===== src/hw/rtl/uap_pkg.sv =====
// Shared types and constants for the URL authority parser.
// Depends on nothing; used by uap_port_acc and url_authority_parser.
`timescale 1ns / 1ps

package uap_pkg;

    // Character codes that the parser looks for.
    localparam logic [7:0] CH_NUL   = 8'h00;
    localparam logic [7:0] CH_COLON = 8'h3A;
    localparam logic [7:0] CH_SLASH = 8'h2F;
    localparam logic [7:0] CH_ZERO  = 8'h30;
    localparam logic [7:0] CH_NINE  = 8'h39;

    localparam logic [15:0] PORT_MAX = 16'hFFFF;

    typedef logic [11:0] t_len12;
    typedef logic [12:0] t_len13;

    typedef enum logic [2:0] {
        PH_SCHEME     = 3'd0,
        PH_SLASH1     = 3'd1,
        PH_SLASH2     = 3'd2,
        PH_HOST       = 3'd3,
        PH_PORT_FIRST = 3'd4,
        PH_PORT       = 3'd5,
        PH_PATH       = 3'd6,
        PH_DONE       = 3'd7
    } t_phase;

    typedef enum logic [2:0] {
        ST_OK         = 3'd0,
        ST_NO_COLON   = 3'd1,
        ST_LEAD_COLON = 3'd2,
        ST_NO_SLASHES = 3'd3,
        ST_EMPTY_HOST = 3'd4,
        ST_BAD_PORT   = 3'd5,
        ST_PORT_SLASH = 3'd6,
        ST_TOO_LONG   = 3'd7
    } t_status;

    typedef struct packed {
        logic [7:0] ch;
        logic       last;
        logic       nul_terminated;
    } t_request;

    typedef struct packed {
        t_status    status;
        t_len12     scheme_size;
        t_len12     host_offset;
        t_len12     host_size;
        logic [15:0] port_number;
        t_len13     port_size;
        t_len13     path_offset;
        t_len13     path_size;
        logic       port_saturated;
    } t_result;

endpackage


===== src/hw/rtl/uap_port_acc.sv =====
// Decimal port accumulator: multiplies by ten, adds one digit and saturates.
// Depends on uap_pkg for the character and saturation constants.
`timescale 1ns / 1ps

module uap_port_acc (
    input  logic [15:0] i_accum,
    input  logic [7:0]  i_ch,
    output logic [15:0] o_accum,
    output logic        o_saturated
);

    logic [19:0] times_ten;
    logic [19:0] sum;
    logic [3:0]  digit;

    // Ten times the value as two shifted copies; the sum never passes 20 bits.
    assign times_ten   = {1'b0, i_accum, 3'b000} + {3'b000, i_accum, 1'b0};
    assign digit       = 4'(i_ch - uap_pkg::CH_ZERO);
    assign sum         = times_ten + {16'd0, digit};
    assign o_saturated = |sum[19:16];
    assign o_accum     = o_saturated ? uap_pkg::PORT_MAX : sum[15:0];

endmodule


===== src/hw/rtl/url_authority_parser.sv =====
// Top level of the URL authority parser: byte-stream splitter for
// scheme://host[:port][/path]. Depends on uap_pkg and uap_port_acc.
`timescale 1ns / 1ps

// How to use this block
// ---------------------
// The input channel (i_in_valid, o_in_stall, i_in) carries one request per
// URL byte, first byte first; i_in.last marks the final byte of a string and
// i_in.nul_terminated is taken with that final byte. The output channel
// (o_out_valid, i_out_stall, o_out) carries one result per string: a status,
// the field offsets and lengths, and the decoded port.
// A request is taken into an input register, the parse state and the result
// are worked out from it combinationally, and the result register is loaded
// from them as a final byte leaves the input register. One byte is accepted
// in every cycle while no final byte waits there for the result slot; the
// parse state registers, updated once per byte, set that figure.
// When the receiver stalls and a finished result is waiting, further bytes
// that do not end a string keep flowing; only a byte that ends a string holds
// in the input register (and o_in_stall rises) until the result slot frees.
// After the result is formed the parse state returns to its reset values,
// ready for the next string. Synchronous reset (i_rst_n low) empties both
// registers and puts the parser in the scheme phase with all counters zero.
// Strings longer than MAX_LEN bytes report status 7 with every other field 0.

module url_authority_parser #(
    parameter int MAX_LEN = 4096
) (
    input  logic              i_clk,
    input  logic              i_rst_n,
    input  logic              i_in_valid,
    output logic              o_in_stall,
    input  uap_pkg::t_request i_in,
    output logic              o_out_valid,
    input  logic              i_out_stall,
    output uap_pkg::t_result  o_out
);

    // Byte positions run from 0 up to MAX_LEN inclusive.
    localparam int PW = $clog2(MAX_LEN + 1);
    localparam logic [PW-1:0] MaxPos = PW'(MAX_LEN);

    // Input register.
    logic              r_in_valid;
    uap_pkg::t_request r_in;

    // Parse state.
    uap_pkg::t_phase  r_phase, n_phase;
    logic [PW-1:0]    r_pos, n_pos;
    logic [PW-1:0]    r_scheme_len, n_scheme_len;
    logic [PW-1:0]    r_host_start, n_host_start;
    logic [PW-1:0]    r_host_len, n_host_len;
    logic [15:0]      r_port_accum, n_port_accum;
    logic [PW-1:0]    r_port_len, n_port_len;
    logic [PW-1:0]    r_path_start, n_path_start;
    uap_pkg::t_status r_error, n_error;
    logic             r_port_sat, n_port_sat;
    logic             r_too_long, n_too_long;

    // Output register.
    logic             r_out_valid;
    uap_pkg::t_result r_out;
    uap_pkg::t_result n_out;

    logic             out_free;
    logic             fire;
    logic             is_digit;
    logic [15:0]      acc_next;
    logic             acc_sat;
    uap_pkg::t_status status;
    logic [PW-1:0]    path_len;
    logic [PW-1:0]    host_off;

    // A byte that ends a string needs the result slot; other bytes never wait.
    assign out_free   = !r_out_valid || !i_out_stall;
    assign fire       = r_in_valid && (!r_in.last || out_free);
    assign o_in_stall = r_in_valid && !fire;

    assign is_digit = (r_in.ch >= uap_pkg::CH_ZERO) && (r_in.ch <= uap_pkg::CH_NINE);

    uap_port_acc u_port_acc (
        .i_accum     (r_port_accum),
        .i_ch        (r_in.ch),
        .o_accum     (acc_next),
        .o_saturated (acc_sat)
    );

    // Next parse state for the byte held in the input register.
    always_comb begin
        n_phase      = r_phase;
        n_pos        = r_pos;
        n_scheme_len = r_scheme_len;
        n_host_start = r_host_start;
        n_host_len   = r_host_len;
        n_port_accum = r_port_accum;
        n_port_len   = r_port_len;
        n_path_start = r_path_start;
        n_error      = r_error;
        n_port_sat   = r_port_sat;
        n_too_long   = r_too_long;

        if (r_pos == MaxPos) begin
            // The position holds at the limit; any further byte is too many.
            n_too_long = 1'b1;
        end else begin
            n_pos = r_pos + PW'(1);
            case (r_phase)
                uap_pkg::PH_SCHEME: begin
                    if (r_in.ch == uap_pkg::CH_NUL) begin
                        n_error = uap_pkg::ST_NO_COLON;
                        n_phase = uap_pkg::PH_DONE;
                    end else if (r_in.ch == uap_pkg::CH_COLON) begin
                        if (r_pos == '0) begin
                            n_error = uap_pkg::ST_LEAD_COLON;
                            n_phase = uap_pkg::PH_DONE;
                        end else begin
                            n_scheme_len = r_pos;
                            n_phase      = uap_pkg::PH_SLASH1;
                        end
                    end
                end
                uap_pkg::PH_SLASH1: begin
                    if (r_in.ch == uap_pkg::CH_SLASH) begin
                        n_phase = uap_pkg::PH_SLASH2;
                    end else begin
                        n_error = uap_pkg::ST_NO_SLASHES;
                        n_phase = uap_pkg::PH_DONE;
                    end
                end
                uap_pkg::PH_SLASH2: begin
                    if (r_in.ch == uap_pkg::CH_SLASH) begin
                        n_host_start = r_pos + PW'(1);
                        n_phase      = uap_pkg::PH_HOST;
                    end else begin
                        n_error = uap_pkg::ST_NO_SLASHES;
                        n_phase = uap_pkg::PH_DONE;
                    end
                end
                uap_pkg::PH_HOST: begin
                    if (r_in.ch == uap_pkg::CH_NUL || r_in.ch == uap_pkg::CH_COLON ||
                        r_in.ch == uap_pkg::CH_SLASH) begin
                        if (r_host_len == '0) begin
                            n_error = uap_pkg::ST_EMPTY_HOST;
                            n_phase = uap_pkg::PH_DONE;
                        end else if (r_in.ch == uap_pkg::CH_NUL) begin
                            n_error = uap_pkg::ST_OK;
                            n_phase = uap_pkg::PH_DONE;
                        end else if (r_in.ch == uap_pkg::CH_COLON) begin
                            n_phase = uap_pkg::PH_PORT_FIRST;
                        end else begin
                            n_path_start = r_pos + PW'(1);
                            n_phase      = uap_pkg::PH_PATH;
                        end
                    end else begin
                        n_host_len = r_host_len + PW'(1);
                    end
                end
                uap_pkg::PH_PORT_FIRST: begin
                    if (is_digit) begin
                        n_port_accum = acc_next;
                        n_port_sat   = r_port_sat | acc_sat;
                        n_port_len   = PW'(2);
                        n_phase      = uap_pkg::PH_PORT;
                    end else begin
                        n_error = uap_pkg::ST_BAD_PORT;
                        n_phase = uap_pkg::PH_DONE;
                    end
                end
                uap_pkg::PH_PORT: begin
                    if (is_digit) begin
                        n_port_accum = acc_next;
                        n_port_sat   = r_port_sat | acc_sat;
                        n_port_len   = r_port_len + PW'(1);
                    end else if (r_in.ch == uap_pkg::CH_NUL) begin
                        n_error = uap_pkg::ST_OK;
                        n_phase = uap_pkg::PH_DONE;
                    end else if (r_in.ch == uap_pkg::CH_SLASH) begin
                        n_path_start = r_pos + PW'(1);
                        n_phase      = uap_pkg::PH_PATH;
                    end else begin
                        n_error = uap_pkg::ST_PORT_SLASH;
                        n_phase = uap_pkg::PH_DONE;
                    end
                end
                default: begin
                    // Path bytes and anything after an early finish are not checked.
                end
            endcase
        end
    end

    // Result built from the state as it stands after the final byte.
    always_comb begin
        path_len = '0;
        case (n_phase)
            uap_pkg::PH_SCHEME:     status = uap_pkg::ST_NO_COLON;
            uap_pkg::PH_SLASH1:     status = uap_pkg::ST_NO_SLASHES;
            uap_pkg::PH_SLASH2:     status = uap_pkg::ST_NO_SLASHES;
            uap_pkg::PH_HOST:       status = (n_host_len == '0) ? uap_pkg::ST_EMPTY_HOST
                                                                : uap_pkg::ST_OK;
            uap_pkg::PH_PORT_FIRST: status = uap_pkg::ST_BAD_PORT;
            uap_pkg::PH_PORT:       status = uap_pkg::ST_OK;
            uap_pkg::PH_PATH: begin
                status = uap_pkg::ST_OK;
                if (!r_in.nul_terminated) begin
                    path_len = n_pos - n_path_start;
                end
            end
            default:                status = n_error;
        endcase

        host_off = (n_host_len != '0) ? n_host_start : '0;

        n_out = '0;
        if (n_too_long) begin
            n_out.status = uap_pkg::ST_TOO_LONG;
        end else begin
            n_out.status         = status;
            n_out.scheme_size    = uap_pkg::t_len12'(n_scheme_len);
            n_out.host_offset    = uap_pkg::t_len12'(host_off);
            n_out.host_size      = uap_pkg::t_len12'(n_host_len);
            n_out.port_number    = n_port_accum;
            n_out.port_size      = uap_pkg::t_len13'(n_port_len);
            n_out.path_offset    = uap_pkg::t_len13'(n_path_start);
            n_out.path_size      = uap_pkg::t_len13'(path_len);
            n_out.port_saturated = n_port_sat;
        end
    end

    // Input register.
    always_ff @(posedge i_clk) begin
        if (!i_rst_n) begin
            r_in_valid <= 1'b0;
        end else if (!o_in_stall) begin
            r_in_valid <= i_in_valid;
        end
    end

    always_ff @(posedge i_clk) begin
        if (!o_in_stall && i_in_valid) begin
            r_in <= i_in;
        end
    end

    // Parse state: cleared after each string so the next one starts afresh.
    always_ff @(posedge i_clk) begin
        if (!i_rst_n || (fire && r_in.last)) begin
            r_phase      <= uap_pkg::PH_SCHEME;
            r_pos        <= '0;
            r_scheme_len <= '0;
            r_host_start <= '0;
            r_host_len   <= '0;
            r_port_accum <= '0;
            r_port_len   <= '0;
            r_path_start <= '0;
            r_error      <= uap_pkg::ST_OK;
            r_port_sat   <= 1'b0;
            r_too_long   <= 1'b0;
        end else if (fire) begin
            r_phase      <= n_phase;
            r_pos        <= n_pos;
            r_scheme_len <= n_scheme_len;
            r_host_start <= n_host_start;
            r_host_len   <= n_host_len;
            r_port_accum <= n_port_accum;
            r_port_len   <= n_port_len;
            r_path_start <= n_path_start;
            r_error      <= n_error;
            r_port_sat   <= n_port_sat;
            r_too_long   <= n_too_long;
        end
    end

    // Output register.
    always_ff @(posedge i_clk) begin
        if (!i_rst_n) begin
            r_out_valid <= 1'b0;
        end else if (fire && r_in.last) begin
            r_out_valid <= 1'b1;
        end else if (!i_out_stall) begin
            r_out_valid <= 1'b0;
        end
    end

    always_ff @(posedge i_clk) begin
        if (fire && r_in.last) begin
            r_out <= n_out;
        end
    end

    assign o_out_valid = r_out_valid;
    assign o_out       = r_out;

endmodule


===== config.mk =====
export PLATFORM = sky130hd
export DESIGN_NAME = url_authority_parser
export DESIGN_NICKNAME = d
export VERILOG_FILES = /design/src/hw/rtl/uap_pkg.sv /design/src/hw/rtl/uap_port_acc.sv /design/src/hw/rtl/url_authority_parser.sv
export SDC_FILE = /design/constraint.sdc
export NUM_CORES = 1
export LEC_CHECK = 0
export BUFFER_PORTS_ARGS = -buffer_cell sky130_fd_sc_hd__clkbuf_2
export CORE_MARGIN = 2
export CORE_UTILIZATION = 30
export CTS_CLUSTER_DIAMETER = 40
export DETAILED_ROUTE_END_ITERATION = 8
export PLACE_DENSITY = 0.51
export SYNTH_ARGS = -nofsm -noshare
export SYNTH_HDL_FRONTEND = slang
export SYNTH_SLANG_ARGS = --single-unit
export TNS_END_PERCENT = 50

===== constraint.sdc =====
create_clock -name i_clk -period 4.65 [get_ports i_clk]
set_input_delay 1.1625 -clock i_clk [delete_from_list [all_inputs] [get_ports i_clk]]
set_output_delay 1.1625 -clock i_clk [all_outputs]
set_load 0.05 [all_outputs]

==> metrics.cfg, run 1 <==
[status]
status=finished clean

[yosys]
syn-num-nets=1281
synth_top_family_by_area=simple AND/OR/NAND/NOR gates
yosys.cell_count.top_type=nor2_1
yosysTopAreaCell=edfxtp_1
yosys.cell_types.count=79
synth_area_um2=11300
synth_edf_count=105
synthMuxAreaShare_pct=1.30
yosysWarnings=0
synth-xor-area-share_pct=4.90
synth_commonest_cells=nor2_1, nand2_1, edfxtp_1, dfxtp_1, a21oi_1
synthCells=1215
synth-compound-area-share_pct=17.2
synthArstFlopShare_pct=0
synthTopCellsByArea=edfxtp_1, dfxtp_1, nor2_1
ys_ff_latch=207
synth.top_cell.area_share_pct=28.0
seq_area_frac_synth_pct=46.1
synth_simple_gate_area_share_pct=20.5
synthFlopType=edfxtp_1
syn_area_per_cell_um2=9.27
synthAdderAreaFrac_pct=5.98

[timing]
rsz0062_at_grt=no
setup_viol=0
skew_ns=0.0279
min_period_over_period_pct=93.3
max_freq_mhz=230
worst_pin_slew_ns=0.943
hold_violations=0
period_needed_ns=4.34
tns_ns=0
slew_headroom_pct=37.0
final_max_slew_viol_count=0

[routing]
routed_wl_um=29700
vias_per_cell=5.09
vias=9159
routedWlPerCell_um=16.5
ant_nets=0
drt-pass1-iter-count=5
drtIter0Drc=627
drc=0

[global_route]
grt_use_total_pct=15.3
overflow=0
grt_pass1_wl_um=47800
first_global_vias=8729
grt_max_degree=60
grt_antenna_before_repair=0

[place]
post-dp-hpwl_um=20500
io_buffers=110
dpl-instance-area_um2=12300
gp_congestion=0.904

[worst_setup_path]
startpoint_type=flop
cp.required_ns=4.91
endpoint_kind=flop
cp_common_cell=ha_1
cp_num_cells=16
critical_path_class=flop to flop
worst-path-buf-inv=1
critPathMaxStageDelay_ns=0.35
cp_cell_sequence=inv_1 > ha_1 > nor4b_1 > nand3_1 > a21boi_1 > or2_2 > mux2i_2 > ha_1 > nor2b_1 > o21ai_0 > a21oi_1 > o41a_1 > a41o_1 > o41ai_1 > xor2_1 > nor2_1
crit_arrival_ns=4.60
critPathTopFamily=compound AO/OA/AOI/OAI gates
crit_slowest_cell=dfxtp_1
worst-path-max-fanout=8
ff2ff_path_depth=16

[final_layout]
diodes=0
fin_area_um2=13500
final_nets=1371
drive_gt1_share_pct=18.3
fill_cells=3746
syn2layout_area_growth_pct=19.6

[power_and_ir_drop]
power.density_nw_per_um2=364
ir_worst_vdd_mv=0.183
leakage_uw=0.00500

[floorplan]
num_io_pins=111
die_w_um=198
dieArea_um2=39100
initial_utilization_pct=30.6
std_cell_rows=70
fp.dieH_um=198
core_area_um2=36800

[cts]
htreeDepth=2
cts_root_buffer=clkbuf_16
cts_tree=done
cts_resized=0
cts.sinks=207
post_cts_buffers=0
ctsHoldBuffers=0
clockBufferDepth=3
clkSlewWorstSetupHoldPaths_ns=0.06
cts-buffers-inserted=34
clkLatencyLatePin_ns=0.51

[min_path]
holdPathStages=2
hp-class=flop to flop

[flow_run]
max_cap_viol_count=0

==> path summary, 6_finish.rpt <==
path                           startpoint                           end  slack (ns)
min reg2reg  r_scheme_len[8]$_SDFFE_PP0P_  r_scheme_len[8]$_SDFFE_PP0P_        0.45
min          r_scheme_len[8]$_SDFFE_PP0P_  r_scheme_len[8]$_SDFFE_PP0P_        0.45
max reg2reg    r_host_len[0]$_SDFFE_PP0P_       o_out[12]$_SDFFCE_PP0P_        0.31
max            r_host_len[0]$_SDFFE_PP0P_       o_out[12]$_SDFFCE_PP0P_        0.31
==> cells in the final DEF, fill, tap and decap left out, types with 4 or more instances in the layout <==
master | synthesis | routed
mux2i_1 | 12 | 11
xnor2_1 | 41 | 41
nor2_2 | 8 | 9
inv_1 | 24 | 23
or3_1 | 16 | 16
edfxtp_1 | 105 | 105
and3_1 | 9 | 9
buf_4 | 3 | 22
o21ai_0 | 47 | 47
dfxtp_1 | 102 | 102
a211oi_1 | 56 | 56
a22oi_1 | 10 | 10
a21oi_1 | 88 | 88
clkbuf_1 | 46 | 6
clkbuf_2 | 1 | 110
nor2b_1 | 11 | 11
a211oi_2 | 16 | 16
xor2_1 | 22 | 22
o21a_1 | 6 | 6
nor4_1 | 9 | 9
clkbuf_16 | 0 | 35
bufinv_16 | 0 | 6
and2_1 | 9 | 8
nand3_1 | 28 | 28
a31oi_1 | 5 | 5
nor3_1 | 30 | 30
inv_6 | 0 | 4
nand2_1 | 129 | 128
nor2_1 | 201 | 200
nand2b_1 | 8 | 7
ha_1 | 49 | 49
o31ai_1 | 4 | 4
a21o_1 | 5 | 5
nand4_1 | 7 | 7
==> cell families after synthesis <==
| group | count (synthesis) |
|---|---|
| XOR/XNOR | 63 |
| buffers and inverters | 104 |
| multiplexers | 14 |
| AO/OA/AOI/OAI | 278 |
| flip-flops | 207 |
| AND/OR/NAND/NOR | 497 |
| adder cells (fa/ha/maj) | 52 |
==> per-layer routing <==
layer  share of wire (%)  wire [µm]  GRT usage (%)
met2                  45      13300           23.9
met4                 1.9        563           4.71
met3                 4.9       1450           2.76
met5                   0          0              0
met1                  48      14400           21.4
==> registers in the layout, summed over array words and instances, names as in the netlist <==
register,flops
o_out,95
o_out_valid,1
r_error,3
r_host_len,13
r_host_start,12
r_in,10
r_in_valid,1
r_path_start,13
r_phase,3
r_port_accum,16
r_port_len,13
r_port_sat,1
r_pos,13
r_scheme_len,12
r_too_long,1
==> metrics by stage <==
stage / util (%) / power [µW] / cells / hold WS [ns] / setup slack, ns
final: 36.6 / 4900 / 1798 / 0.451 / 0.309
after global routing: 36.6 / 5080 / 1798 / 0.472 / 0.0127
after CTS: 36.6 / 4980 / 1798 / 0.455 / 0.212
after detailed placement: 33.3 / 2280 / 1737 / 0.448 / 0.263
after global placement: 33.3 / 2280 / 1737 / 0.438 / 0.387
after floorplan: - / 2200 / 1215 / 0.432 / 0.698
==> worst reg2reg max path: stages (launching register included) <==
cell,delay [ns]
dfxtp_1,0.35
inv_1,0.13
ha_1,0.16
nor4b_1,0.29
nand3_1,0.29
a21boi_1,0.31
or2_2,0.28
mux2i_2,0.34
ha_1,0.29
nor2b_1,0.12
o21ai_0,0.21
a21oi_1,0.14
o41a_1,0.35
a41o_1,0.28
o41ai_1,0.34
xor2_1,0.18
nor2_1,0.05
==> layout make-up <==
cell class | count | area [µm²] | area share, %
multi-input combinational | 904 | 5650 | 42.0
sequential | 207 | 5190 | 38.6
clock buffer | 44 | 940 | 6.98
timing repair buffer | 133 | 736 | 5.46
tap | 468 | 586 | 4.35
clock inverter | 17 | 263 | 1.95
inverter | 25 | 96.3 | 0.715
==> report_power, final <==
| group | switching [µW] | internal, µW |
|---|---|---|
| Clock | 896 | 1770 |
| Sequential | 21.8 | 1950 |
| Combinational | 191 | 78.3 |
| Total | 1110 | 3790 |
Power figures use the tool's default switching activity.
==> run 2, diff against run 1 <==
--- a/config.mk
+++ b/config.mk
@@ -6,7 +6,6 @@
 export NUM_CORES = 1
 export LEC_CHECK = 0
 export BUFFER_PORTS_ARGS = -buffer_cell sky130_fd_sc_hd__clkbuf_2
-export CORE_MARGIN = 2
 export CORE_UTILIZATION = 30
 export CTS_CLUSTER_DIAMETER = 40
 export DETAILED_ROUTE_END_ITERATION = 8
==> run 2 against run 1 <==
Largest cell class unchanged. Global-route usage up 0.48 points. Total power shrank 2.2%. Cell area shrank 0.11%. Maximum frequency grew 4.4%.
==> metrics.cfg, run 2 (synthesized netlist as in run 1, its figures left out) <==
[cts]
cts_tree=done
htreeDepth=2
clockBufferDepth=3
cts_root_buffer=clkbuf_16
clkSlewWorstSetupHoldPaths_ns=0.06
cts-buffers-inserted=36
clkLatencyLatePin_ns=0.52
cts.sinks=207

[routing]
vias_per_cell=5.03
drtIter0Drc=631
routed_wl_um=29600
drc=0
drt-pass1-iter-count=5
ant_nets=0
vias=9057
routedWlPerCell_um=16.4

[timing]
max_freq_mhz=241
slew_headroom_pct=36.3
setup_viol=0
tns_ns=0
final_max_slew_viol_count=0
hold_violations=0
skew_ns=0.0141
min_period_over_period_pct=89.4
rsz0062_at_grt=no
worst_pin_slew_ns=0.956
period_needed_ns=4.16

[final_layout]
layout.cells.non_filler=1802
multiInputGateArea_um2=5660
fill_cells=3753
final_nets=1372
regArea_um2=5190
largest_register_ffs=95
drive_gt1_share_pct=18.9
final_common_cell=nor2_1
diodes=0
syn2layout_area_growth_pct=19.4
mostFrequentLayoutCells=nor2_1, nand2_1, clkbuf_2, edfxtp_1, dfxtp_1

[min_path]
hp-class=flop to flop

[global_route]
first_global_vias=8773
grt_pass1_wl_um=48200
grt_antenna_before_repair=0
overflow=0
grt_use_total_pct=15.7
grt_max_degree=81

[power_and_ir_drop]
switching_power_uw=1200
seq_power_share_pct=41.0
leakage_uw=0.00499
combPwrFrac_pct=5.6
power.density_nw_per_um2=357
clockPowerShare_pct=53.4
swShare_pct=25.0
ir_worst_vdd_mv=0.228
p_int_uw=3600

[floorplan]
die_w_um=196
fp.dieH_um=196
initial_utilization_pct=30.6
dieArea_um2=38300
std_cell_rows=70
num_io_pins=111
core_area_um2=36800

[worst_setup_path]
critPathTopFamily=compound AO/OA/AOI/OAI gates
critPathMaxStageDelay_ns=0.35
crit_arrival_ns=4.41
cp_common_cell=ha_1
endpoint_kind=flop
crit_slowest_cell=dfxtp_1
startpoint_type=flop
worst-path-max-fanout=8
critical_path_class=flop to flop
worst-path-buf-inv=1
cp_cell_sequence=inv_1 > ha_1 > nor4b_2 > nand3_1 > a21boi_1 > or2_2 > mux2i_2 > ha_1 > nor2b_1 > o21ai_0 > a21oi_1 > o41a_1 > a41o_1 > o41ai_1 > xor2_1 > nor2_1
cp.required_ns=4.91

[place]
post-dp-hpwl_um=20600
io_buffers=110
gp_congestion=0.850
dp_cells=1736

[flow_run]
max_cap_viol_count=0

[status]
status=finished clean

## run 2: changes by cell type in the layout (fill, tap and decap cells not counted), moves of 3 or more
cell / previous run / this run
clkbuf_1: 6 / 0
clkinv_2: 3 / 6
bufinv_16: 6 / 1
inv_6: 4 / 9
## run 2: final cells by class
cell class	count	area share, %
Timing Repair Buffer	132	5.51
Tap cell	468	4.35
Inverter	25	0.716
Clock buffer	39	7.09
Multi-Input combinational cell	904	42.1
Clock inverter	27	1.66
Sequential cell	207	38.6
## run 2: path summary, 6_finish.rpt
kind | cells after the start | slack [ns] | to | start
worst max register to register | 16 | 0.49 | o_out[12]$_SDFFCE_PP0P_ | r_host_len[0]$_SDFFE_PP0P_
worst min register to register | 2 | 0.45 | r_scheme_len[2]$_SDFFE_PP0P_ | r_scheme_len[2]$_SDFFE_PP0P_
worst max-delay path | 16 | 0.49 | o_out[12]$_SDFFCE_PP0P_ | r_host_len[0]$_SDFFE_PP0P_
worst min-delay path | 2 | 0.45 | r_scheme_len[2]$_SDFFE_PP0P_ | r_scheme_len[2]$_SDFFE_PP0P_
## run 2: power by group through the flow
| stage | sequential (µW) | clock (µW) | combinational (µW) |
|---|---|---|---|
| 2_1_floorplan | 2060 | 0 | 140 |
| 4_1_cts | 1970 | 2630 | 272 |
| 5_1_grt | 1970 | 2710 | 296 |
| 3_3_place_gp | 2010 | 0 | 270 |
| 6_report | 1970 | 2560 | 268 |
| 3_5_place_dp | 2010 | 0 | 271 |
## run 2: per-stage QoR
step           util, %  worst slack, ns  cell area [µm²]  total power (µW)  hold WS [ns]
2_1_floorplan        -            0.698            11300              2200         0.432
3_3_place_gp      33.3            0.370            12300              2280         0.438
3_5_place_dp      33.3            0.167            12300              2280         0.446
4_1_cts           36.5            0.151            13400              4870         0.454
5_1_grt           36.6           0.0830            13500              4980         0.477
6_report          36.6            0.493            13500              4800         0.450
## run 2: timing repair
action | CTS | global route
endpoints found under the setup margin | 0 | 4
buffers inserted | 0 | 0
gates resized for setup | 0 | 4
hold buffers | 0 | 0
## run 2: layer usage
| layer | routed length, µm | GRT usage (%) | up-vias |
|---|---|---|---|
| met5 | 0 | 0 | - |
| met4 | 556 | 4.37 | 0 |
| met3 | 1230 | 2.89 | 37 |
| met2 | 12900 | 24.7 | 167 |
| met1 | 14900 | 22.1 | 4295 |
| li1 | - | - | 4558 |
## run 2: tightest hold or removal path: cells and delay by family (launching register included)
family / cells / cell delay (ns)
flops: 1 / 0.30
simple gates: 1 / 0.05
compound gates: 1 / 0.05
==> run 3, diff against run 2 <==
--- a/config.mk
+++ b/config.mk
@@ -6,10 +6,10 @@
 export NUM_CORES = 1
 export LEC_CHECK = 0
 export BUFFER_PORTS_ARGS = -buffer_cell sky130_fd_sc_hd__clkbuf_2
-export CORE_UTILIZATION = 30
+export CORE_UTILIZATION = 55
 export CTS_CLUSTER_DIAMETER = 40
 export DETAILED_ROUTE_END_ITERATION = 8
-export PLACE_DENSITY = 0.51
+export PLACE_DENSITY = 0.8
 export SYNTH_ARGS = -nofsm -noshare
 export SYNTH_HDL_FRONTEND = slang
 export SYNTH_SLANG_ARGS = --single-unit
==> run 3 against run 2 <==
Total power decreased by 9.0%. Clock-buffer cell count down 9. Die area is 45% lower. Highest routed layer unchanged. Clock power decreased by 16%. Critical path depth unchanged. Cell area fell by 3.8%. Via count grew 0.82%. Global-route usage up 7.7 points. Worst hold slack better by 0.0030 ns. Non-clock buffer count shrank 5. Maximum frequency fell by 3.0%.
==> metrics.cfg, run 3 (synthesized netlist as in run 1, its figures left out) <==
[final_layout]
layout.cells.non_filler=1580
syn2layout_area_growth_pct=14.9
multiInputGateArea_um2=5660
final_common_cell=nor2_1
fill_cells=1587
regArea_um2=5190
drive_gt1_share_pct=17.6
mostFrequentLayoutCells=nor2_1, nand2_1, clkbuf_2, edfxtp_1, dfxtp_1
largest_register_ffs=95
final_nets=1359
diodes=0

[timing]
final_max_slew_viol_count=0
setup_viol=0
min_period_over_period_pct=92.2
tns_ns=0
slew_headroom_pct=30.4
finalHoldWorstSlack_ns=0.453
period_needed_ns=4.29
worst_pin_slew_ns=1.04
hold_violations=0
max_freq_mhz=233
skew_ns=0.0208
rsz0062_at_grt=no

[place]
gp_congestion=0.897
post-dp-hpwl_um=17000
io_buffers=110
dp_cells=1528

[floorplan]
fp.dieH_um=145
dieArea_um2=21100
initial_utilization_pct=56.9
die_w_um=145
std_cell_rows=51
core_area_um2=19800
num_io_pins=111

[worst_setup_path]
worst-path-buf-inv=1
startpoint_type=flop
cp_common_cell=ha_1
cp_cell_sequence=inv_1 > ha_1 > nor4b_1 > nand3_1 > a21boi_2 > or2_4 > mux2i_2 > ha_1 > nor2b_1 > o21ai_0 > a21oi_1 > o41a_1 > a41o_1 > o41ai_1 > xor2_1 > nor2_1
critical_path_class=flop to flop
cp.required_ns=4.92
critPathMaxStageDelay_ns=0.36
worst-path-max-fanout=18
critPathTopFamily=compound AO/OA/AOI/OAI gates
crit_slowest_cell=dfxtp_1
endpoint_kind=flop
crit_arrival_ns=4.55

[routing]
routedWlPerCell_um=15.8
vias=9131
vias_per_cell=5.78
ant_nets=0
drtIter0Drc=766
routed_wl_um=25000
drc=0
drt-pass1-iter-count=5

[global_route]
met2_usage_pct=36.8
overflow=0
grt_util_met1_pct=34.1
gr-usage-met3_pct=3.18
grt_antenna_before_repair=0
grt_use_total_pct=23.4
grt-busiest-layer=met2
grt_pass1_wl_um=41400
grt_max_degree=69
first_global_vias=8387

[cts]
cts_root_buffer=clkbuf_16
htreeDepth=1
cts.sinks=207
cts_tree=done
clkSlewWorstSetupHoldPaths_ns=0.06
clkLatencyLatePin_ns=0.54
cts-buffers-inserted=28
ctsHoldBuffers=0
clockBufferDepth=3

[power_and_ir_drop]
ir_worst_vdd_mv=0.295
leakage_uw=0.00486
power.density_nw_per_um2=337

[min_path]
hp-class=flop to flop

[status]
status=finished clean

[flow_run]
max_cap_viol_count=0

-- run 3: changes by cell type in the layout (fill, tap and decap cells not counted), moves of 2 or more --
cell and delta:
clkinvlp_4 -2, clkinv_8 +5, buf_4 -4, inv_6 -5
clkinv_2 -2, inv_8 +3, clkinv_4 -4, clkbuf_16 -8
-- run 3: path summary, 6_finish.rpt --
check	start	endpoint	slack (ns)	cells past startpoint
setup / recovery	r_host_len[0]$_SDFFE_PP0P_	o_out[12]$_SDFFCE_PP0P_	0.36	16
hold / removal	r_scheme_len[7]$_SDFFE_PP0P_	r_scheme_len[7]$_SDFFE_PP0P_	0.45	2
setup reg to reg	r_host_len[0]$_SDFFE_PP0P_	o_out[12]$_SDFFCE_PP0P_	0.36	16
hold reg to reg	r_scheme_len[7]$_SDFFE_PP0P_	r_scheme_len[7]$_SDFFE_PP0P_	0.45	2
-- run 3: final cells by class --
cell class                 count  share of cell area [%]
multi-input combinational    904                    43.7
sequential                   207                    40.1
clock buffer                  30                    5.71
timing repair buffer         127                    5.34
tap                          265                    2.56
clock inverter                22                    1.80
inverter                      25                   0.735
-- run 3: worst register-to-register path: stages (launching register included) --
cell and delay, ns:
dfxtp_1 0.36, inv_1 0.12, ha_1 0.15, nor4b_1 0.28
nand3_1 0.29, a21boi_2 0.25, or2_4 0.28, mux2i_2 0.35
ha_1 0.28, nor2b_1 0.12, o21ai_0 0.20, a21oi_1 0.15
o41a_1 0.34, a41o_1 0.27, o41ai_1 0.33, xor2_1 0.19
nor2_1 0.05
-- run 3: what timing repair did --
action                                  in CTS  in global routing
endpoints found under the setup margin       0                  4
buffers inserted                             0                  0
gates resized for setup                      0                  5
-- run 3: through the flow --
stage	worst slack, ns	total power, µW	instance area, µm²	util, %
3_3_place_gp	0.370	2260	12000	60.5
2_1_floorplan	0.698	2200	11300	-
4_1_cts	0.199	4400	12900	65.4
3_5_place_dp	0.249	2260	12000	60.5
6_report	0.365	4370	12900	65.4
5_1_grt	0.0519	4500	12900	65.4
-- run 3: report_power, final --
part / switching, µW / internal [µW]
clock: 882 / 1260
sequential: 21.3 / 1950
combinational: 185 / 77.0
total: 1090 / 3280
-- run 3: per-layer routing --
| metal | wire [µm] | up-vias |
|---|---|---|
| met1 | 11700 | 4263 |
| met2 | 11300 | 303 |
| li1 | - | 4534 |
| met3 | 1550 | 31 |
| met4 | 361 | 0 |
| met5 | 0 | - |
